`config.mk`:
```
export PLATFORM = sky130hd
export DESIGN_NAME = combined_lcg_shuffle_rng
export DESIGN_NICKNAME = d
export VERILOG_FILES = /design/src/rtl/clsr_pkg.sv /design/src/rtl/clsr_step.sv /design/src/rtl/clsr_dpath.sv /design/src/rtl/clsr_ctrl.sv /design/src/rtl/combined_lcg_shuffle_rng.sv
export VERILOG_INCLUDE_DIRS = /design/src /design/src/rtl
export SDC_FILE = /design/constraint.sdc
export NUM_CORES = 2
export LEC_CHECK = 0
export BUFFER_PORTS_ARGS = -buffer_cell sky130_fd_sc_hd__clkbuf_2
export CAP_MARGIN = 20
export CELL_PAD_IN_SITES_DETAIL_PLACEMENT = 0
export CELL_PAD_IN_SITES_GLOBAL_PLACEMENT = 1
export CORE_AREA = 4 4 414 416
export DETAILED_ROUTE_END_ITERATION = 8
export DIE_AREA = 0 0 418 420
export MAX_ROUTING_LAYER = met4
export PLACE_DENSITY = 0.67
export SYNTH_ARGS = -nofsm -noshare
export SYNTH_HDL_FRONTEND = slang
export SYNTH_SLANG_ARGS = --single-unit
```
`constraint.sdc`:
```
create_clock -name clk -period 19.3 [get_ports clk]
set_clock_uncertainty 0.2 [all_clocks]
set_input_delay 3.86 -clock clk [delete_from_list [all_inputs] [get_ports clk]]
set_output_delay 3.86 -clock clk [all_outputs]
set_load 0.005 [all_outputs]
```
`src/rtl/combined_lcg_shuffle_rng_macros.svh`:
```
// Assertion macros for the combined LCG shuffle generator
`ifndef COMBINED_LCG_SHUFFLE_RNG_MACROS_SVH
`define COMBINED_LCG_SHUFFLE_RNG_MACROS_SVH
`ifndef NO_ASSERTIONS
// check a property outside reset
`define CLSR_ASSERT(lbl, prop) \
  lbl: assert property (@(posedge clk) disable iff (!rst_n) prop) \
    else $error("%m: check failed");
// check a property at every edge, reset included
`define CLSR_ASSERT_RST(lbl, prop) \
  lbl: assert property (@(posedge clk) prop) \
    else $error("%m: reset check failed");
`else
`define CLSR_ASSERT(lbl, prop)
`define CLSR_ASSERT_RST(lbl, prop)
`endif
`endif

```
`src/rtl/clsr_pkg.sv`:
```
// Shared constants and controller/datapath interface types
package clsr_pkg;

  localparam int XW = 31;
  localparam int TABLE_SIZE_DEF = 32;
  localparam int WARMUP = 8;

  localparam logic [XW-1:0] MOD1 = 31'd2147483563;
  localparam logic [XW-1:0] MOD2 = 31'd2147483399;
  localparam logic [15:0] MUL1 = 16'd40014;
  localparam logic [15:0] MUL2 = 16'd40692;
  localparam logic [7:0] FOLD1 = 8'd85;
  localparam logic [7:0] FOLD2 = 8'd249;
  localparam logic [XW-1:0] SECOND_INIT = 31'd123456789;

  typedef struct packed {
    logic load_seed;
    logic step_go;
    logic seed_cap;
    logic draw_cap;
    logic finish;
  } clsr_cmd_t;

  typedef struct packed {
    logic step_done;
    logic cnt_zero;
    logic out_busy;
  } clsr_sts_t;

endpackage

```
`src/rtl/clsr_step.sv`:
```
// Two-lane modular multiply step unit
module clsr_step import clsr_pkg::*; (
  input  logic          clk,
  input  logic          rst_n,
  input  logic          go,
  input  logic [XW-1:0] x1,
  input  logic [XW-1:0] x2,
  output logic          done,
  output logic [XW-1:0] r1,
  output logic [XW-1:0] r2
);

  localparam int PW = XW + 16;

  logic [PW-1:0] p1_r, p2_r;
  logic [XW:0]   s1_r, s2_r;
  logic          v1_r, v2_r;

  always_ff @(posedge clk) begin
    p1_r <= PW'(x1) * PW'(MUL1);
    p2_r <= PW'(x2) * PW'(MUL2);
    s1_r <= (XW+1)'(p1_r[PW-1:XW]) * (XW+1)'(FOLD1) + (XW+1)'(p1_r[XW-1:0]);
    s2_r <= (XW+1)'(p2_r[PW-1:XW]) * (XW+1)'(FOLD2) + (XW+1)'(p2_r[XW-1:0]);
  end

  always_ff @(posedge clk) begin
    if (!rst_n) begin
      v1_r <= 1'b0;
      v2_r <= 1'b0;
    end else begin
      v1_r <= go;
      v2_r <= v1_r;
    end
  end

  assign r1 = (s1_r >= (XW+1)'(MOD1)) ? XW'(s1_r - (XW+1)'(MOD1)) : s1_r[XW-1:0];
  assign r2 = (s2_r >= (XW+1)'(MOD2)) ? XW'(s2_r - (XW+1)'(MOD2)) : s2_r[XW-1:0];
  assign done = v2_r;

endmodule

```
`src/rtl/clsr_dpath.sv`:
```
// Datapath: generators, shuffle table, index, result register
module clsr_dpath import clsr_pkg::*; #(
  parameter int TABLE_SIZE = TABLE_SIZE_DEF
) (
  input  logic          clk,
  input  logic          rst_n,
  input  clsr_cmd_t     cmd,
  output clsr_sts_t     sts,
  input  logic          cfg_wr_en,
  input  logic [XW-1:0] cfg_wr_data,
  input  logic          out_stall,
  output logic          out_valid,
  output logic [XW-1:0] out_sample
);

  localparam int IW = $clog2(TABLE_SIZE);
  localparam int CW = $clog2(TABLE_SIZE + WARMUP);
  localparam logic [63:0] BUCKET = 64'(1 + (64'(MOD1) - 64'd1) / 64'(TABLE_SIZE));

  logic [XW-1:0] seed_r, x1_r, x2_r, last_r, rd_r, out_sample_r;
  logic [IW-1:0] idx_r, idx_c, wr_addr_c;
  logic [CW-1:0] cnt_r;
  logic          out_valid_r, wr_en_c, step_done;
  logic [XW-1:0] seed0_c, r1, r2, wr_data_c, y_c;
  logic [XW+1:0] diff_c;
  logic [XW-1:0] tbl_mem [TABLE_SIZE];

  clsr_step u_step (
    .clk  (clk),
    .rst_n(rst_n),
    .go   (cmd.step_go),
    .x1   (x1_r),
    .x2   (x2_r),
    .done (step_done),
    .r1   (r1),
    .r2   (r2)
  );

  assign seed0_c = (seed_r == '0) ? XW'(1) : seed_r;

  always_comb begin
    idx_c = '0;
    for (int k = 1; k < TABLE_SIZE; k++) begin
      if ({33'd0, last_r} >= 64'(k) * BUCKET) idx_c = IW'(k);
    end
  end

  always_comb begin
    diff_c = {2'b00, rd_r} - {2'b00, x2_r};
    if (diff_c[XW+1] || diff_c == '0) begin
      y_c = XW'(diff_c + (XW+2)'(MOD1 - XW'(1)));
    end else begin
      y_c = diff_c[XW-1:0];
    end
  end

  always_comb begin
    wr_en_c   = 1'b0;
    wr_addr_c = idx_r;
    wr_data_c = x1_r;
    if (cmd.finish) begin
      wr_en_c = 1'b1;
    end else if (cmd.seed_cap && cnt_r < CW'(TABLE_SIZE)) begin
      wr_en_c   = 1'b1;
      wr_addr_c = cnt_r[IW-1:0];
      wr_data_c = r1;
    end
  end

  always_ff @(posedge clk) begin
    if (wr_en_c) tbl_mem[wr_addr_c] <= wr_data_c;
  end

  always_ff @(posedge clk) begin
    if (cmd.step_go) begin
      rd_r  <= tbl_mem[idx_c];
      idx_r <= idx_c;
    end
    if (cmd.finish) out_sample_r <= y_c;
  end

  always_ff @(posedge clk) begin
    if (!rst_n) begin
      seed_r      <= XW'(1);
      x1_r        <= '0;
      x2_r        <= SECOND_INIT;
      last_r      <= '0;
      cnt_r       <= '0;
      out_valid_r <= 1'b0;
    end else begin
      if (cfg_wr_en) seed_r <= cfg_wr_data;
      if (cmd.load_seed) begin
        x1_r  <= seed0_c;
        x2_r  <= seed0_c;
        cnt_r <= CW'(TABLE_SIZE + WARMUP - 1);
      end
      if (cmd.seed_cap) begin
        x1_r <= r1;
        if (cnt_r == '0) begin
          last_r <= r1;
        end else begin
          cnt_r <= cnt_r - CW'(1);
        end
      end
      if (cmd.draw_cap) begin
        x1_r <= r1;
        x2_r <= r2;
      end
      if (cmd.finish) begin
        last_r      <= y_c;
        out_valid_r <= 1'b1;
      end else if (!out_stall) begin
        out_valid_r <= 1'b0;
      end
    end
  end

  assign sts.step_done = step_done;
  assign sts.cnt_zero  = (cnt_r == '0);
  assign sts.out_busy  = out_valid_r & out_stall;
  assign out_valid     = out_valid_r;
  assign out_sample    = out_sample_r;

endmodule

```
`src/rtl/clsr_ctrl.sv`:
```
// Controller: sequences seeding, table fill and draws
`include "combined_lcg_shuffle_rng_macros.svh"
module clsr_ctrl import clsr_pkg::*; (
  input  logic      clk,
  input  logic      rst_n,
  input  logic      in_valid,
  input  logic      in_reseed,
  output logic      in_stall,
  input  clsr_sts_t sts,
  output clsr_cmd_t cmd
);

  typedef enum logic [5:0] {
    ST_IDLE      = 6'b000001,
    ST_SEED_GO   = 6'b000010,
    ST_SEED_WAIT = 6'b000100,
    ST_DRAW_GO   = 6'b001000,
    ST_DRAW_WAIT = 6'b010000,
    ST_DRAW_FIN  = 6'b100000
  } clsr_state_t;

  clsr_state_t state_r, state_nxt;
  logic        seeded_r, seeded_nxt;

  always_comb begin
    state_nxt  = state_r;
    seeded_nxt = seeded_r;
    cmd        = '0;
    unique case (state_r)
      ST_IDLE: begin
        if (in_valid) begin
          if (in_reseed || !seeded_r) begin
            cmd.load_seed = 1'b1;
            state_nxt     = ST_SEED_GO;
          end else begin
            cmd.step_go = 1'b1;
            state_nxt   = ST_DRAW_WAIT;
          end
        end
      end
      ST_SEED_GO: begin
        cmd.step_go = 1'b1;
        state_nxt   = ST_SEED_WAIT;
      end
      ST_SEED_WAIT: begin
        if (sts.step_done) begin
          cmd.seed_cap = 1'b1;
          if (sts.cnt_zero) begin
            seeded_nxt = 1'b1;
            state_nxt  = ST_DRAW_GO;
          end else begin
            state_nxt = ST_SEED_GO;
          end
        end
      end
      ST_DRAW_GO: begin
        cmd.step_go = 1'b1;
        state_nxt   = ST_DRAW_WAIT;
      end
      ST_DRAW_WAIT: begin
        if (sts.step_done) begin
          cmd.draw_cap = 1'b1;
          state_nxt    = ST_DRAW_FIN;
        end
      end
      ST_DRAW_FIN: begin
        if (!sts.out_busy) begin
          cmd.finish = 1'b1;
          state_nxt  = ST_IDLE;
        end
      end
      default: state_nxt = ST_IDLE;
    endcase
  end

  always_ff @(posedge clk) begin
    if (!rst_n) begin
      state_r  <= ST_IDLE;
      seeded_r <= 1'b0;
    end else begin
      state_r  <= state_nxt;
      seeded_r <= seeded_nxt;
    end
  end

  assign in_stall = (state_r != ST_IDLE);

  `CLSR_ASSERT_RST(a_reset_idle, !rst_n |=> state_r == ST_IDLE)
  `CLSR_ASSERT(a_done_in_wait, sts.step_done |-> (state_r == ST_SEED_WAIT || state_r == ST_DRAW_WAIT))
  `CLSR_ASSERT(a_accept_blocks, (in_valid && !in_stall) |=> in_stall)
  `CLSR_ASSERT(a_seeded_holds, seeded_r |=> seeded_r)
  `CLSR_ASSERT(a_fin_after_wait, state_r == ST_DRAW_FIN |-> ($past(state_r) == ST_DRAW_WAIT || $past(state_r) == ST_DRAW_FIN))

endmodule

```
`src/rtl/combined_lcg_shuffle_rng.sv`:
```
// A new draw is accepted only while the controller is idle; in_stall is high
// from accept until that draw's result has been written.
// Seeding (first beat after reset or reseed) first steps the generator TABLE_SIZE+8 times.
// A waiting result does not block the next accept; only the final write waits.
// Reset (rst_n low, synchronous): controller idle, unseeded, seed register 1.
// The shuffle table is not cleared; seeding writes every entry before use.
module combined_lcg_shuffle_rng import clsr_pkg::*; #(
  parameter int TABLE_SIZE = TABLE_SIZE_DEF
) (
  input  logic          clk,
  input  logic          rst_n,
  input  logic          cfg_wr_en,
  input  logic [XW-1:0] cfg_wr_data,
  input  logic          in_valid,
  output logic          in_stall,
  input  logic          in_reseed,
  output logic          out_valid,
  input  logic          out_stall,
  output logic [XW-1:0] out_sample
);

  clsr_cmd_t cmd;
  clsr_sts_t sts;

  clsr_ctrl u_ctrl (
    .clk      (clk),
    .rst_n    (rst_n),
    .in_valid (in_valid),
    .in_reseed(in_reseed),
    .in_stall (in_stall),
    .sts      (sts),
    .cmd      (cmd)
  );

  clsr_dpath #(
    .TABLE_SIZE(TABLE_SIZE)
  ) u_dpath (
    .clk        (clk),
    .rst_n      (rst_n),
    .cmd        (cmd),
    .sts        (sts),
    .cfg_wr_en  (cfg_wr_en),
    .cfg_wr_data(cfg_wr_data),
    .out_stall  (out_stall),
    .out_valid  (out_valid),
    .out_sample (out_sample)
  );

endmodule
```
==> summary.txt <==
status: finished, final reports clean
number of buffer and inverter instances along the worst setup path: 2
Final Hold Vio Count: 0
max-cap violation count: 0
share of flip-flops with an asynchronous set or reset after synthesis: 0%
post-DR vias/cell: 5.73
sequential area share after synthesis: 50.3%
Post-CTS Hold Buffers: 0
detailed router's first-iteration violation count: 4312
FF-to-FF path depth: 19
most frequent cells after synthesis: sky130_fd_sc_hd__nand2_1 (1089), sky130_fd_sc_hd__edfxtp_1 (1059), sky130_fd_sc_hd__inv_1 (549)
residual DRC count: 0
setup tns final: 0 ns
count of warnings emitted by yosys: 0
global-route usage over all layers: 26.7%
number of vias in the routed layout: 51000
root buffer selected by CTS: sky130_fd_sc_hd__clkbuf_16
Die Ht: 420 um
Max Slew Vio Count: 0
CTS Buf Count: 149
endpoint required time on the critical path: 19.75 ns
Worst Path Max Fanout: 9
actual slew at the worst max-slew pin: 1.21 ns
CP max stage cell: sky130_fd_sc_hd__a2111oi_0
number of global-route vias before repair: 50200
Min-Delay Path Class: flip-flop to flip-flop
top cell type's share of synthesized area: 42.4%
Port-buffer cells: 69
worst max-slew margin expressed relative to the limit: 18.8%
worst r2r src: u_dpath.x2_r[8]$_SDFFE_PN1P_
number of synthesized flops with an enable pin: 1059
library cell with the highest instance count after synthesis: sky130_fd_sc_hd__nand2_1
critical path startpoint category: flip-flop
GRT met3 Usage: 3.08%
chip width: 418 um
Post-Synthesis Cells: 6498
Resized Gates After CTS: 0
buffer depth of the longest clock path: 3
length of the first detailed-routing pass in iterations: 5
unrepaired setup endpoints after global routing: no
Mapped Avg Cell Area: 11.5 um2
GRT Residual Overflow: 0
average wire length per cell after detail routing: 25.6 um
number of filler instances in the final layout: 15000
synthesis-to-finish area growth: 11.2%
depth of the worst hold-timing path: 0
CP Capture Type: flip-flop
antenna violation net count after detailed routing: 0
cell seen most often among critical-path stages: sky130_fd_sc_hd__fa_1
destination of the worst register-to-register timing path: u_dpath.u_step.p2_r[43]$_DFF_P_
clk sinks: 1353
total setup buffers inserted after CTS: 0
Setup Slack @ Placement: 11.60 ns
number of placement rows: 150
post-layout minimum cycle time: 7.68 ns
routability congestion estimate from global placement: 0.942
met2 Resource Use GR: 43.9%
H-tree levels: 4
class of the most critical setup path: flip-flop to flip-flop
number of primary I/O pins: 70
highest-utilization routing layer at the global route stage: met2
start point of the worst hold path: u_dpath.u_step.p1_r[31]$_DFF_P_
hpwl dp: 148 mm
cells along the critical path: fa_1 > ha_1 > fa_1 > inv_1 > fa_1 > inv_1 > fa_1 > fa_1 > ha_1 > a21o_1 > a2111oi_0 > a31oi_1 > a211oi_1 > or3_1 > o21ai_0 > o21ba_2 > a41oi_1 > a21oi_1 > a311o_1
net count after synthesis: 7466
number of register bits inferred by synthesis: 1353
endpoint of the worst hold-timing path: u_dpath.u_step.s1_r[0]$_DFF_P_
Multi-input gate area: 34600 um2
Worst R2R Setup Slack: 11.62 ns
synthesized cell area: 74900 um2
initial cell density of the core: 44.8%
Setup violations, final: 0
DRT Wirelength: 228 mm
area of the core: 167000 um2
fraction of final layout cells with drive strength greater than 1: 7.75%
portion of the clock cycle consumed by the worst path in the final layout: 39.8%
arrival time at the worst endpoint: 8.13 ns
Yosys cell types: 98
FF+latch area: 37700 um2
post-route worst setup slack: 11.62 ns
antenna violations before repair: 3
family with the most delay on the worst path: adder cells
clock transition at the register clock pins on the worst setup and hold paths after CTS: 0.06 ns
peak per-stage delay on the critical path: 0.85 ns
fin nets: 7551
M1 GR Usage: 35.3%
largest cells by area after synthesis: sky130_fd_sc_hd__edfxtp_1 (42%), sky130_fd_sc_hd__fa_1 (12%), sky130_fd_sc_hd__ha_1 (8.1%)
global-route wire length before repair: 336 mm
peak clock frequency supported by timing: 130 MHz
worst-skew pair later-pin latency: 0.80 ns
full die area: 176000 um2
CTS tree: built
largest area contributor in the netlist: sky130_fd_sc_hd__edfxtp_1
maximum number of pins on one net before global-route repair: 170
most instantiated flip-flop cell in the synthesis netlist: sky130_fd_sc_hd__edfxtp_1
## flip-flops by register name (all words and copies together), names as in the netlist, 30 cells and up
register	count
u_dpath.tbl_mem	992
u_dpath.u_step.p1_r	46
u_dpath.u_step.p2_r	45
u_dpath.u_step.s1_r	32
u_dpath.u_step.s2_r	32
u_dpath.out_sample	31
u_dpath.rd_r	31
u_dpath.seed_r	31
u_dpath.x1_r	31
u_dpath.x2_r	31
u_dpath.last_r	30
## routing by layer
metal | wire [um] | share of wire, %
met1 | 98100 | 43
met2 | 111000 | 49
met3 | 12500 | 5.5
met4 | 6800 | 3.0
met5 | 0 | 0
## worst max-delay path by stage
stage / depth (start not counted) / to / startpoint
final: 19 / u_dpath.u_step.p2_r[43]$_DFF_P_ / u_dpath.x2_r[8]$_SDFFE_PN1P_
after global routing: 20 / u_dpath.u_step.p2_r[43]$_DFF_P_ / u_dpath.x2_r[8]$_SDFFE_PN1P_
after CTS: 19 / u_dpath.u_step.p2_r[43]$_DFF_P_ / u_dpath.x2_r[11]$_SDFFE_PN1P_
after detailed placement: 19 / u_dpath.u_step.p2_r[43]$_DFF_P_ / u_dpath.x2_r[11]$_SDFFE_PN1P_
after global placement: 19 / u_dpath.u_step.p2_r[43]$_DFF_P_ / u_dpath.x2_r[8]$_SDFFE_PN1P_
after floorplan: 20 / u_dpath.u_step.p2_r[43]$_DFF_P_ / u_dpath.x2_r[8]$_SDFFE_PN1P_
## cell families after synthesis
| logic type | synth area share [%] |
|---|---|
| adders and majority gates | 20.0 |
| buffers and inverters | 4.15 |
| AOI/OAI and AO/OA | 8.74 |
| muxes | 1.77 |
| and+or+nand+nor | 12.6 |
| xor gates and xnor gates | 2.45 |
| DFF | 50.3 |
## cells in the final DEF (no fill, tap or decap), drive strengths merged, types with 26 or more instances in the layout
| cell | synthesis | final |
|---|---|---|
| a211oi | 47 | 47 |
| a21o | 63 | 63 |
| a21oi | 166 | 166 |
| a31oi | 172 | 172 |
| a32oi | 98 | 98 |
| and2 | 27 | 27 |
| and3 | 72 | 72 |
| buf | 57 | 127 |
| clkbuf | 205 | 264 |
| clkinv | 0 | 53 |
| dfxtp | 294 | 294 |
| edfxtp | 1059 | 1059 |
| fa | 448 | 448 |
| ha | 483 | 483 |
| inv | 551 | 557 |
| mux2i | 130 | 130 |
| nand2 | 1089 | 1089 |
| nand2b | 31 | 31 |
| nand3 | 317 | 317 |
| nand4 | 95 | 95 |
| nor2 | 287 | 287 |
| nor2b | 26 | 26 |
| nor3 | 52 | 52 |
| o211ai | 29 | 29 |
| o21a | 33 | 33 |
| o21ai | 147 | 147 |
| or3 | 32 | 32 |
| xnor2 | 130 | 130 |
| xor2 | 80 | 80 |
## stage by stage
step	hold slack [ns]	instances	cell area [um2]	util, %
after CTS	0.217	8898	83300	49.8
final	0.214	8903	83300	49.8
after floorplan	0.159	6498	74900	-
after detailed placement	0.208	8633	78500	46.9
after global routing	0.240	8901	83300	49.8
after global placement	0.218	8631	78400	46.9
## cell type report
cell class                 count  area share (%)
sequential                  1353            45.2
multi-input combinational   4332            41.5
clock buffer                 195            4.77
tap                         2204            3.31
inverter                     551            2.49
timing repair buffer         196            1.70
clock inverter                70            1.01
antenna                        2         0.00601
Power is not shown: default switching activity piles up to over one toggle a cycle in this logic, so the estimate is an artifact.
